`src/signed_int_to_decimal_ascii_defines.svh`:
```
// ----------------------------------------------------------------------------
// signed_int_to_decimal_ascii_defines
// assertion macros shared by the decimal text converter
// ----------------------------------------------------------------------------
`ifndef SIGNED_INT_TO_DECIMAL_ASCII_DEFINES_SVH
`define SIGNED_INT_TO_DECIMAL_ASCII_DEFINES_SVH

`ifndef SYNTHESIS
`define SID_ASSERT(lbl, prop, msg) \
  lbl: assert property (@(posedge clk) disable iff (rst) prop) else $error(msg);
`define SID_ASSERT_ALWAYS(lbl, prop, msg) \
  lbl: assert property (@(posedge clk) prop) else $error(msg);
`else
`define SID_ASSERT(lbl, prop, msg)
`define SID_ASSERT_ALWAYS(lbl, prop, msg)
`endif

`endif

```
`src/sid_pkg.sv`:
```
// ----------------------------------------------------------------------------
// sid_pkg
// types and constants shared by the decimal text converter modules
// ----------------------------------------------------------------------------
package sid_pkg;

  localparam logic [7:0] DIGIT_BASE = 8'h30;
  localparam logic [7:0] MINUS_CHAR = 8'h2D;

  typedef struct packed {
    logic load;
    logic step;
    logic shift;
    logic emit_sign;
  } sid_cmd_t;

  typedef struct packed {
    logic conv_last;
    logic top_zero;
    logic last_digit;
    logic neg;
  } sid_sts_t;

endpackage

```
`src/sid_datapath.sv`:
```
// ----------------------------------------------------------------------------
// sid_datapath
// magnitude, shift-add-3 binary to bcd conversion and character forming
// ----------------------------------------------------------------------------
module sid_datapath
  import sid_pkg::*;
#(
  parameter int VALUE_BITS = 32
) (
  input  logic                  clk,
  input  logic [VALUE_BITS-1:0] value,
  input  sid_cmd_t              cmd,
  output sid_sts_t              sts,
  output logic [7:0]            character,
  output logic                  last_char
);

  localparam int NDIG  = (VALUE_BITS * 302) / 1000 + 1;
  localparam int BCD_W = NDIG * 4;
  localparam int CNT_W = $clog2(VALUE_BITS + 1);
  localparam int DIG_W = $clog2(NDIG + 1);

  logic [VALUE_BITS-1:0] bin;
  logic [BCD_W-1:0]      bcd;
  logic                  neg;
  logic [CNT_W-1:0]      conv_cnt;
  logic [DIG_W-1:0]      dig_left;

  logic [VALUE_BITS-1:0] mag;
  logic [BCD_W-1:0]      bcd_adj;
  logic [3:0]            top_digit;

  assign mag = value[VALUE_BITS-1] ? (~value + VALUE_BITS'(1)) : value;

  always_comb begin
    for (int i = 0; i < NDIG; i++) begin
      bcd_adj[i*4 +: 4] = (bcd[i*4 +: 4] >= 4'd5) ? (bcd[i*4 +: 4] + 4'd3) : bcd[i*4 +: 4];
    end
  end

  always_ff @(posedge clk) begin
    if (cmd.load) begin
      bin      <= mag;
      bcd      <= '0;
      neg      <= value[VALUE_BITS-1];
      conv_cnt <= CNT_W'(VALUE_BITS);
      dig_left <= DIG_W'(NDIG);
    end else if (cmd.step) begin
      {bcd, bin} <= {bcd_adj[BCD_W-2:0], bin, 1'b0};
      conv_cnt   <= conv_cnt - CNT_W'(1);
    end else if (cmd.shift) begin
      bcd      <= {bcd[BCD_W-5:0], 4'h0};
      dig_left <= dig_left - DIG_W'(1);
    end
  end

  assign top_digit = bcd[BCD_W-1 -: 4];

  assign sts.conv_last  = (conv_cnt == CNT_W'(1));
  assign sts.top_zero   = (top_digit == 4'h0);
  assign sts.last_digit = (dig_left == DIG_W'(1));
  assign sts.neg        = neg;

  assign character = cmd.emit_sign ? MINUS_CHAR : (DIGIT_BASE | {4'h0, top_digit});
  assign last_char = !cmd.emit_sign && sts.last_digit;

endmodule

```
`src/sid_ctrl.sv`:
```
// ----------------------------------------------------------------------------
// sid_ctrl
// sequencer: accept, convert, drop leading zeros, send sign and digits
// ----------------------------------------------------------------------------
`include "signed_int_to_decimal_ascii_defines.svh"

module sid_ctrl
  import sid_pkg::*;
(
  input  logic     clk,
  input  logic     rst,
  input  logic     in_valid,
  output logic     in_ready,
  output logic     out_valid,
  input  logic     out_ready,
  input  sid_sts_t sts,
  output sid_cmd_t cmd
);

  typedef enum logic [4:0] {
    ST_IDLE = 5'b00001,
    ST_CONV = 5'b00010,
    ST_SKIP = 5'b00100,
    ST_SIGN = 5'b01000,
    ST_EMIT = 5'b10000
  } state_t;

  state_t state;
  state_t state_next;

  always_ff @(posedge clk) begin
    if (rst) begin
      state <= ST_IDLE;
    end else begin
      state <= state_next;
    end
  end

  always_comb begin
    state_next    = state;
    cmd           = '0;
    in_ready      = 1'b0;
    out_valid     = 1'b0;
    case (state)
      ST_IDLE: begin
        in_ready = 1'b1;
        if (in_valid) begin
          cmd.load   = 1'b1;
          state_next = ST_CONV;
        end
      end
      ST_CONV: begin
        cmd.step = 1'b1;
        if (sts.conv_last) begin
          state_next = ST_SKIP;
        end
      end
      ST_SKIP: begin
        if (sts.top_zero && !sts.last_digit) begin
          cmd.shift = 1'b1;
        end else begin
          state_next = sts.neg ? ST_SIGN : ST_EMIT;
        end
      end
      ST_SIGN: begin
        out_valid     = 1'b1;
        cmd.emit_sign = 1'b1;
        if (out_ready) begin
          state_next = ST_EMIT;
        end
      end
      ST_EMIT: begin
        out_valid = 1'b1;
        if (out_ready) begin
          cmd.shift = 1'b1;
          if (sts.last_digit) begin
            state_next = ST_IDLE;
          end
        end
      end
      default: begin
        state_next = ST_IDLE;
      end
    endcase
  end

  // input and output sides never open together
  `SID_ASSERT_ALWAYS(a_no_overlap, !(in_ready && out_valid), "ready and valid both high")
  `SID_ASSERT(a_load_conv, (in_valid && in_ready) |=> (state == ST_CONV), "no conversion after load")
  `SID_ASSERT(a_last_idle, (state == ST_EMIT && out_ready && sts.last_digit) |=> (state == ST_IDLE),
              "not idle after last item")
  `SID_ASSERT(a_sign_neg, (state == ST_SIGN) |-> sts.neg, "sign sent for non-negative value")

endmodule

```
`src/signed_int_to_decimal_ascii.sv`:
```
// ----------------------------------------------------------------------------
// signed_int_to_decimal_ascii
// signed integer to decimal ascii text, one character per output item
// ----------------------------------------------------------------------------
// channel  handshake              payload
// in       in_valid / in_ready    value [VALUE_BITS-1:0] signed
// out      out_valid / out_ready  character [7:0], last_char
//
// one number at a time: accept, shift-add-3 conversion over every bit of the
// value, a skip state that drops leading zeros, then a minus sign when the
// value is negative and then the digit characters.
// synchronous reset returns the sequencer to idle; no payload is cleared.
// out_ready low holds the current character; no input is taken until the
// last character of the number has been taken.
// ----------------------------------------------------------------------------
module signed_int_to_decimal_ascii
  import sid_pkg::*;
#(
  parameter int VALUE_BITS = 32
) (
  input  logic                  clk,
  input  logic                  rst,
  input  logic                  in_valid,
  output logic                  in_ready,
  input  logic [VALUE_BITS-1:0] value,
  output logic                  out_valid,
  input  logic                  out_ready,
  output logic [7:0]            character,
  output logic                  last_char
);

  sid_cmd_t cmd;
  sid_sts_t sts;

  sid_ctrl u_ctrl (
    .clk       (clk),
    .rst       (rst),
    .in_valid  (in_valid),
    .in_ready  (in_ready),
    .out_valid (out_valid),
    .out_ready (out_ready),
    .sts       (sts),
    .cmd       (cmd)
  );

  sid_datapath #(
    .VALUE_BITS (VALUE_BITS)
  ) u_datapath (
    .clk       (clk),
    .value     (value),
    .cmd       (cmd),
    .sts       (sts),
    .character (character),
    .last_char (last_char)
  );

endmodule
```
`config.mk`:
```
export PLATFORM = sky130hd
export DESIGN_NAME = signed_int_to_decimal_ascii
export DESIGN_NICKNAME = d
export VERILOG_FILES = /design/src/sid_pkg.sv /design/src/sid_datapath.sv /design/src/sid_ctrl.sv /design/src/signed_int_to_decimal_ascii.sv
export VERILOG_INCLUDE_DIRS = /design/src /design/src/src
export SDC_FILE = /design/constraint.sdc
export NUM_CORES = 1
export LEC_CHECK = 0
export BUFFER_PORTS_ARGS = -buffer_cell sky130_fd_sc_hd__buf_4
export CAP_MARGIN = 5
export CORE_MARGIN = 3
export CORE_UTILIZATION = 53
export DETAILED_ROUTE_END_ITERATION = 10
export HOLD_SLACK_MARGIN = 0.06
export PLACE_DENSITY = 0.72
export SLEW_MARGIN = 20
export SYNTH_ARGS = -nofsm -noshare
export SYNTH_HDL_FRONTEND = slang
export SYNTH_SLANG_ARGS = --single-unit
```
`constraint.sdc`:
```
create_clock -name clk -period 3.1 [get_ports clk]
set_clock_uncertainty 0.1 [all_clocks]
set_input_delay 0.465 -clock clk [delete_from_list [all_inputs] [get_ports clk]]
set_output_delay 0.465 -clock clk [all_outputs]
set_load 0.005 [all_outputs]
```
==> reports/results.tsv, run 1 <==
metric	value	unit
Synth area leaders	dfxtp_1 (21%), edfxtp_1 (18%), nand2_1 (6.2%)	
Max VDD drop	0.000264	V
Seq. cell area	2090	µm²
GRT Overall Usage	21.4	%
Sink Count	88	
Net Switching	1.08	mW
Synth Area per Inst	8.52	µm²
pin slew with the least headroom to its limit	0.795	ns
Hold WS	0.173	ns
hold crit path type	in -> reg	
Yosys top cell area share	20.5	%
Routed WL	11.4	mm
Remaining Overflow, GRT	0	
die area	11400	µm²
Starting DRT DRC Count	291	
layout cells sized above 1	12.0	%
Antenna diodes	0	
Seq cells post-synth	88	
Via Count	4544	
final hold viol count	0	
critical hold path startpoint	rst	
clk root buf	clkbuf_8	
Residual DRC	0	
Post-CTS Setup Bufs	0	
Core Box Area	9820	µm²
first-pass GRT wire length	20.3	mm
Final min period	2.74	ns
Sw Share	32.7	%
Combinational Power Share	26.3	%
Post-Syn Instances	630	
Final Max Slew Viols	0	
Critical Path AT	2.85	ns
most frequent CP cell	buf_4	
worst-path fanout max	23	
largest area contributor in the synthesized netlist	dfxtp_1	
Post-CTS Resized	0	
crit path launch	u_datapath.dig_left[1]	
Clock power frac	25.0	%
fraction of registers with async set/reset	0	%
Final Cell Area	6020	µm²
DR WL/cell	14.2	µm
I/O Pins	47	
CTS H-tree lvls	3	
Critical Path Max Stage Delay	0.44	ns
Core Rows	36	
Pleak	2.27	nW
number of antenna violations at the first check in global routing	0	
Final ANT Viol Nets	0	
RSZ-0062 raised after global routing	false	
predominant post-synthesis flop cell	dfxtp_1	
I/O Buffers	43	
DIE HEIGHT	107	µm
maxcap violations	0	
status	finished, final reports clean	
Worst Setup Start Kind	flip-flop	
filler cell count	889	
Avg Vias per Cell	5.67	
crit share post-route	88.3	%
Max transition margin	46.9	%
Max Fclk	0.365	GHz
worst-path cell with the longest stage delay	or2_1	
setup violators final	0	
# hold bufs at CTS	0	
Ys Warns	0	
TNS Setup	0	ns
vias in the first global route	4446	
DIE WIDTH	107	µm
area of the multi-input gates	3000	µm²
worst path bufs/invs	3	
largest net degree at the start of global routing	50	
Final #Nets	725	
crit-path cells	inv_1, ha_1, or3b_1, and4_1, buf_4, or2_1, buf_4, a22oi_1, a21oi_1	
TritonCTS Buffers	9	
Flop pwr share	48.8	%
Int Power	2.22	mW
Clk Latency, worst-skew pair	0.36	ns
Clock Tree Buf Depth	2	
crit-path leading delay family	simple AND/OR/NAND/NOR gates	
RR Startpoint	u_datapath.dig_left[1]	
Clock transition at path regs	0.08	ns
HPWL after DPL	7.92	mm
Yosys cell types	58	
TritonCTS clock tree	built	
CP Data Required Time	3.21	ns
routability cong.	0.843	
crit end category	flip-flop	
Pwr Total	3.29	mW
fin util	61.3	%
CP Class	reg -> reg	
Post-DP Area	5790	µm²
Cell Pwr Density	547	nW/µm²
synthesized area	5370	µm²
Starting Density	54.7	%
register area share after synthesis	39.0	%
drt first pass iters	4	
P&R area growth vs syn	12.1	%
EDFF count, synth	33	
reg-to-reg slack, setup	0.36	ns
==> Yosys cell counts (all sizes together) (2+ instances only) <==
library cell	n
a31oi	4
ha	26
a32o	2
nand2	88
nand4	6
edfxtp	33
and3	2
nor2	30
nor3	18
xor2	33
a211oi	2
clkbuf	19
or3	3
o21ai	69
a22oi	26
nand2b	22
nand3	15
nor4	4
a21o	2
mux2i	10
conb	2
or4	2
buf	15
inv	32
dfxtp	55
a32oi	8
o41ai	5
o31ai	13
o21a	3
xnor2	14
a21oi	50
==> kinds of logic (layout without fill, tap and decap cells) <==
family                   count (synthesis)  in the layout  share of synthesized area (%)
flip-flops                              88             88                           39.0
AND/OR/NAND/NOR                        200            200                           17.9
multiplexers                            10             10                           1.86
other                                    2              3                          0.140
adder cells (fa/ha/maj)                 26             26                           6.06
AO/OA/AOI/OAI                          191            191                           22.1
buffers and inverters                   66            103                           5.31
XOR/XNOR                                47             47                           7.67
==> per-stage QoR <==
step,setup slack (ns),std cells
3_5_place_dp,0.312,784
4_1_cts,0.282,800
2_1_floorplan,0.757,631
3_3_place_gp,0.425,784
5_1_grt,0.127,801
6_report,0.363,801
==> final cells by class <==
cell class,count,area share (%)
multi-input combinational,477,49.8
sequential,88,34.8
timing repair buffer,55,7.19
clock buffer,12,3.12
tap,133,2.77
inverter,32,2.00
clock inverter,4,0.353
==> sequential cells by signal, summed over array words and instances, names as in the netlist <==
signal               cells
u_ctrl.state             5
u_datapath.conv_cnt      6
u_datapath.dig_left      4
u_datapath.bin          32
u_datapath.neg           1
u_datapath.bcd          40
==> layout by cell type (no fill, tap or decap), types with 4 or more instances in the layout <==
cell type | netlist | layout
xnor2_1 | 14 | 14
nand2b_1 | 22 | 22
o21ai_1 | 12 | 12
a31oi_1 | 4 | 4
ha_1 | 26 | 26
o21ai_0 | 57 | 57
nor3_1 | 16 | 16
nand2_1 | 88 | 87
clkbuf_8 | 0 | 10
edfxtp_1 | 33 | 33
mux2i_1 | 10 | 10
dfxtp_1 | 55 | 55
a22oi_1 | 26 | 26
buf_4 | 3 | 53
nand4_1 | 6 | 6
nand3_1 | 15 | 15
nor2_1 | 30 | 30
a32oi_1 | 8 | 8
a21oi_1 | 50 | 50
o31ai_1 | 12 | 12
inv_1 | 31 | 31
o41ai_1 | 4 | 4
xor2_1 | 33 | 33
==> path summary, 6_finish.rpt <==
kind / end / cells past startpoint
setup / recovery: u_datapath.bcd[18] / 9
hold / removal: u_ctrl.state[3] / 2
setup reg to reg: u_datapath.bcd[18] / 9
hold reg to reg: u_datapath.bcd[37] / 2
==> power groups by stage <==
stage	logic, mW	registers, mW	clock network (mW)
final	0.865	1.61	0.822
after global routing	0.996	1.64	0.882
after CTS	0.869	1.61	0.846
after detailed placement	0.866	1.63	0
after global placement	0.836	1.62	0
after floorplan	0.611	1.61	0
==> routing by layer <==
| layer | up-vias | part of all wire [%] | global-route usage (%) |
|---|---|---|---|
| li1 | 2299 | - | - |
| met4 | 0 | 2.1 | 8.95 |
| met5 | - | 0 | 0 |
| met1 | 2125 | 47 | 28.1 |
| met2 | 103 | 47 | 35.3 |
| met3 | 17 | 4.1 | 3.25 |
==> worst reg2reg max path, stage by stage (launching register included) <==
cell     delay [ns]
dfxtp_1        0.33
inv_1          0.09
ha_1           0.17
or3b_1         0.39
and4_1         0.23
buf_4          0.17
or2_1          0.44
buf_4          0.33
a22oi_1        0.24
a21oi_1        0.10
No activity file was read; power rests on OpenSTA's default activity.
==> inputs of run 2 (changes only) <==
SYNTH_HIERARCHICAL = 1   (was not set)
clock period = 2.8 ns   (was 3.1 ns; I/O delays follow)
==> run 2 against run 1 <==
  * Largest power group unchanged
  * Non-clock buffer count down 2
  * Total power up 7.5%
  * Core utilization shrank 0.79 points
  * Combinational power rose by 15%
  * Design area grew 4.2%
==> reports/results.tsv, run 2 <==
metric	value	unit
HPWL after DPL	7.88	mm
EDFF count, synth	33	
register area share after synthesis	36.9	%
Post-CTS Resized	0	
I/O Buffers	43	
worst-path fanout max	14	
TritonCTS clock tree	built	
Yosys top cell area share	19.4	%
Remaining Overflow, GRT	0	
fraction of registers with async set/reset	0	%
clk root buf	clkbuf_8	
worst-path cell with the longest stage delay	dfxtp_1	
crit path launch	u_datapath/bcd[36]	
number of antenna violations at the first check in global routing	0	
Final ANT Viol Nets	0	
Int Power	2.40	mW
Core Box Area	10400	µm²
I/O Pins	47	
Core Rows	37	
Routed WL	11.5	mm
hold crit path type	in -> reg	
final hold viol count	0	
maxcap violations	0	
Place WS	0.181	ns
count leader, synth	nor2_1	
Clock Tree Buf Depth	2	
crit-path cells	inv_1, ha_1, nor3b_1, nor3b_1, a31oi_1, nor2_4, buf_12, buf_4, nor2b_1, a211oi_1, a211oi_1	
CP Class	reg -> reg	
GRT Overall Usage	19.6	%
Avg Vias per Cell	5.66	
Synth Area per Inst	8.64	µm²
# hold bufs at CTS	0	
Pleak	2.29	nW
crit-path leading delay family	simple AND/OR/NAND/NOR gates	
number of flip-flops under the largest register name	40	
Post-Syn Instances	657	
R2R depth	11	
synthesized area	5680	µm²
commonest non-fill, non-tap cell in the layout	nor2_1	
crit end category	flip-flop	
CP Data Required Time	2.93	ns
die area	12000	µm²
Critical Path AT	2.60	ns
reg-to-reg slack, setup	0.32	ns
Via Count	4632	
Sw Share	32.2	%
Final WS setup	0.324	ns
Clock transition at path regs	0.09	ns
Sink Count	88	
Post-CTS Setup Bufs	0	
RSZ-0062 raised after global routing	false	
Starting DRT DRC Count	232	
Synth area leaders	dfxtp_1 (19%), edfxtp_1 (17%), a211oi_1 (8.3%)	
worst path bufs/invs	3	
DIE WIDTH	109	µm
Max VDD drop	0.000309	V
DR WL/cell	14.1	µm
Starting Density	54.7	%
largest net degree at the start of global routing	86	
Cell Pwr Density	564	nW/µm²
CTS H-tree lvls	3	
Antenna diodes	0	
Critical Path Max Stage Delay	0.32	ns
crit path to	u_datapath/bcd[6]	
Combinational Power Share	28.0	%
Seq cells post-synth	88	
Clk Latency, worst-skew pair	0.36	ns
DIE HEIGHT	109	µm
Worst Setup Start Kind	flip-flop	
capturing point of the worst reg2reg path	u_datapath/bcd[6]	
Ys Warns	6	
largest area contributor in the synthesized netlist	dfxtp_1	
status	finished, final reports clean	
RR Startpoint	u_datapath/bcd[36]	
TNS Setup	0	ns
routability cong.	0.773	
Pwr Total	3.54	mW
drt first pass iters	4	
most frequent cells in the layout	nor2_1 (88), a211oi_1 (63), a21oi_1 (62), dfxtp_1 (55), buf_4 (49)	
synth cell count leaders	nor2_1 (90), a211oi_1 (63), a21oi_1 (62), dfxtp_1 (55), nand2_1 (34)	
Max Fclk	0.404	GHz
layout cells sized above 1	13.3	%
Final Max Slew Viols	0	
Yosys cell types	53	
critical path depth in cells	11	
Final #Nets	738	
TritonCTS Buffers	9	
Residual DRC	0	
Net Switching	1.14	mW
largest register by flop count	u_datapath/bcd	
Final min period	2.48	ns
Largest regs	u_datapath/bcd: 40 flops, u_datapath/bin: 32 flops, u_datapath/conv_cnt: 6 flops	
crit share post-route	88.4	%
first-pass GRT wire length	19.2	mm
vias in the first global route	4355	
Clock power frac	24.2	%
predominant post-synthesis flop cell	dfxtp_1	
Flop pwr share	47.8	%
P&R area growth vs syn	10.5	%
setup violators final	0	
[run 2: final cells by class]
cell class	count	area, µm²
clock buffer	12	135
clock inverter	4	45.0
fill	917	4100
inverter	31	116
multi-input combinational	494	3270
sequential	88	2090
tap	136	170
timing repair buffer	53	448
[run 2: cell families (layout without fill, tap and decap cells)]
group                    after synthesis  in the layout  share of synthesized area, %
multiplexers                           5              5                         0.882
adder cells (fa/ha/maj)               25             25                          5.51
XOR/XNOR                              47             47                          7.25
AO/OA/AOI/OAI                        180            180                          21.2
flip-flops                            88             88                          36.9
buffers and inverters                 76            100                          5.97
other                                  2              3                         0.132
AND/OR/NAND/NOR                      234            234                          22.2
[run 2: worst min-delay path by stage]
stage | end | startpoint | cells after the start
2_1_floorplan | u_datapath/bcd[0] | u_datapath/bin[31] | 2
3_3_place_gp | u_datapath/bcd[0] | u_datapath/bin[31] | 2
3_5_place_dp | u_datapath/bcd[0] | u_datapath/bin[31] | 2
4_1_cts | u_ctrl/state[1] | rst | 2
5_1_grt | u_ctrl/state[1] | rst | 2
6_report | u_ctrl/state[1] | rst | 2
[run 2: per-layer routing]
layer  track usage, %  up-vias  share of wire, %
met5                0        -                 0
met4             7.30        0               1.3
met3             3.11       13               2.8
met2             33.7       60                50
met1             24.7     2182                46
li1                 -     2377                 -
[run 2: metrics by stage]
stage | hold slack (ns) | utilization [%] | cells | cell area, µm²
after floorplan | 0.354 | - | 658 | 5680
after global placement | 0.364 | 58.5 | 800 | 6070
after detailed placement | 0.379 | 58.5 | 800 | 6070
after CTS | 0.174 | 60.2 | 816 | 6250
after global routing | 0.179 | 60.5 | 818 | 6270
final | 0.189 | 60.5 | 818 | 6270
[run 2: power by group through the flow]
stage          registers [mW]  logic, mW  clock network [mW]
2_1_floorplan            1.68      0.759                   0
3_3_place_gp             1.71      0.951                   0
3_5_place_dp             1.72      0.988                   0
4_1_cts                  1.69      0.998               0.877
5_1_grt                  1.72       1.13               0.921
6_report                 1.69      0.991               0.856
==> inputs of run 3 (changes only) <==
==> constraint.sdc (replaced) <==
create_clock -name clk -period 2.8 [get_ports clk]
set_clock_uncertainty 0.1 [all_clocks]
set_input_delay 0.56 -clock clk [delete_from_list [all_inputs] [get_ports clk]]
set_output_delay 0.56 -clock clk [all_outputs]
set_load 0.005 [all_outputs]
==> run 3 against run 2 <==
  * Global-route usage shrank 0.57 points
  * Critical path depth is the same
  * Total power grew 0.20%
  * Largest cell class unchanged
  * Clock power grew 2%
==> reports/results.tsv, run 3 (same netlist as run 2, synthesis figures left out) <==
metric	value	unit
CTS H-tree lvls	3	
Sw Share	31.7	%
Worst Setup Start Kind	flip-flop	
Critical Path AT	2.70	ns
worst-path fanout max	76	
vias in the first global route	4221	
Place WS	0.287	ns
Post-CTS Setup Bufs	0	
TritonCTS Buffers	9	
critical hold path startpoint	rst	
Final #Nets	736	
Hold WS	0.329	ns
maxcap violations	0	
Max VDD drop	0.000275	V
largest net degree at the start of global routing	77	
GRT Overall Usage	19.0	%
first-pass GRT wire length	18.8	mm
number of antenna violations at the first check in global routing	0	
Post-CTS Resized	0	
final hold viol count	0	
Final WS setup	0.241	ns
I/O Buffers	43	
Antenna diodes	0	
area of the multi-input gates	3270	µm²
hold crit path type	in -> reg	
Post-DP Area	6050	µm²
Int Power	2.42	mW
Clock power frac	24.6	%
Starting DRT DRC Count	264	
I/O Pins	47	
RR Startpoint	u_datapath/bcd[36]	
worst path bufs/invs	2	
Flop pwr share	47.7	%
Critical Path Max Stage Delay	0.32	ns
crit path launch	u_datapath/bcd[36]	
# hold bufs at CTS	0	
Avg Vias per Cell	5.68	
Core Box Area	10400	µm²
Starting Density	54.7	%
DR WL/cell	13.7	µm
commonest non-fill, non-tap cell in the layout	nor2_1	
largest register by flop count	u_datapath/bcd	
clk root buf	clkbuf_8	
Final ANT Viol Nets	0	
CP Class	reg -> reg	
Clock Tree Buf Depth	2	
Cell Pwr Density	568	nW/µm²
setup violators final	0	
routability cong.	0.801	
filler cell count	906	
Core Rows	37	
CP Data Required Time	2.94	ns
Combinational Power Share	27.7	%
worst-path cell with the longest stage delay	dfxtp_1	
Largest regs	u_datapath/bcd: 40 flops, u_datapath/bin: 32 flops, u_datapath/conv_cnt: 6 flops	
reg-to-reg slack, setup	0.24	ns
crit-path leading delay family	simple AND/OR/NAND/NOR gates	
Sink Count	88	
number of flip-flops under the largest register name	40	
TNS Setup	0	ns
Final min period	2.56	ns
Max Fclk	0.391	GHz
Seq. cell area	2090	µm²
layout cells sized above 1	13.2	%
drt first pass iters	4	
P&R area growth vs syn	9.98	%
crit-path cells	inv_1, ha_1, nor3b_1, nor3b_1, a31oi_1, nor2_4, buf_12, mux2i_1, nor2_1, a31oi_1, nor2_1	
Via Count	4636	
Final Max Slew Viols	0	
RSZ-0062 raised after global routing	false	
status	finished, final reports clean	
DIE WIDTH	109	µm
TritonCTS clock tree	built	
Routed WL	11.2	mm
Clk Latency, worst-skew pair	0.35	ns
most frequent cells in the layout	nor2_1 (88), a211oi_1 (63), a21oi_1 (62), dfxtp_1 (55), buf_4 (49)	
Remaining Overflow, GRT	0	
Clock transition at path regs	0.08	ns
Final Cell Area	6240	µm²
Pleak	2.28	nW
crit end category	flip-flop	
Net Switching	1.13	mW
die area	12000	µm²
Pwr Total	3.55	mW
crit share post-route	91.4	%
DIE HEIGHT	109	µm
Residual DRC	0	
HPWL after DPL	7.61	mm
[run 3: cell count changes in the layout (fill, tap and decap cells not counted), sizes merged]
cell / previous run / this run
buf: 53 / 51
[run 3: worst register-to-register path: stages (launching register included)]
cell and delay [ns]:
dfxtp_1 0.32, inv_1 0.13, ha_1 0.24, nor3b_1 0.26, nor3b_1 0.32, a31oi_1 0.12, nor2_4 0.15, buf_12 0.30
mux2i_1 0.25, nor2_1 0.06, a31oi_1 0.14, nor2_1 0.06
[run 3: power groups by stage]
stage,clock network [mW],registers (mW),logic (mW)
global placement,0,1.71,0.949
finish,0.874,1.69,0.982
floorplan,0,1.68,0.759
detailed placement,0,1.72,0.981
CTS,0.905,1.69,0.987
global route,0.943,1.72,1.13
[run 3: through the flow]
step           utilization, %  cells
2_1_floorplan               -    658
3_3_place_gp             58.4    800
3_5_place_dp             58.4    800
4_1_cts                  60.2    816
5_1_grt                  60.2    816
6_report                 60.2    816
[run 3: layer usage]
| metal | GRT usage [%] | vias up | part of all wire [%] |
|---|---|---|---|
| met5 | 0 | - | 0 |
| met4 | 6.59 | 0 | 1.1 |
| met3 | 2.76 | 10 | 2.2 |
| met2 | 31.0 | 53 | 48 |
| met1 | 25.8 | 2198 | 49 |
| li1 | - | 2375 | - |
[run 3: worst paths after layout]
path	cells past startpoint	end
worst max-delay path	11	u_datapath/bcd[4]
worst min-delay path	2	u_ctrl/state[1]
worst min register to register	1	u_datapath/dig_left[1]
worst max register to register	11	u_datapath/bcd[4]
[run 3: layout make-up]
class                      instances  area share (%)
clock buffer                      12            2.32
clock inverter                     4           0.721
inverter                          31            1.86
multi-input combinational        494            52.3
sequential                        88            33.5
tap                              136            2.73
timing repair buffer              51            6.53
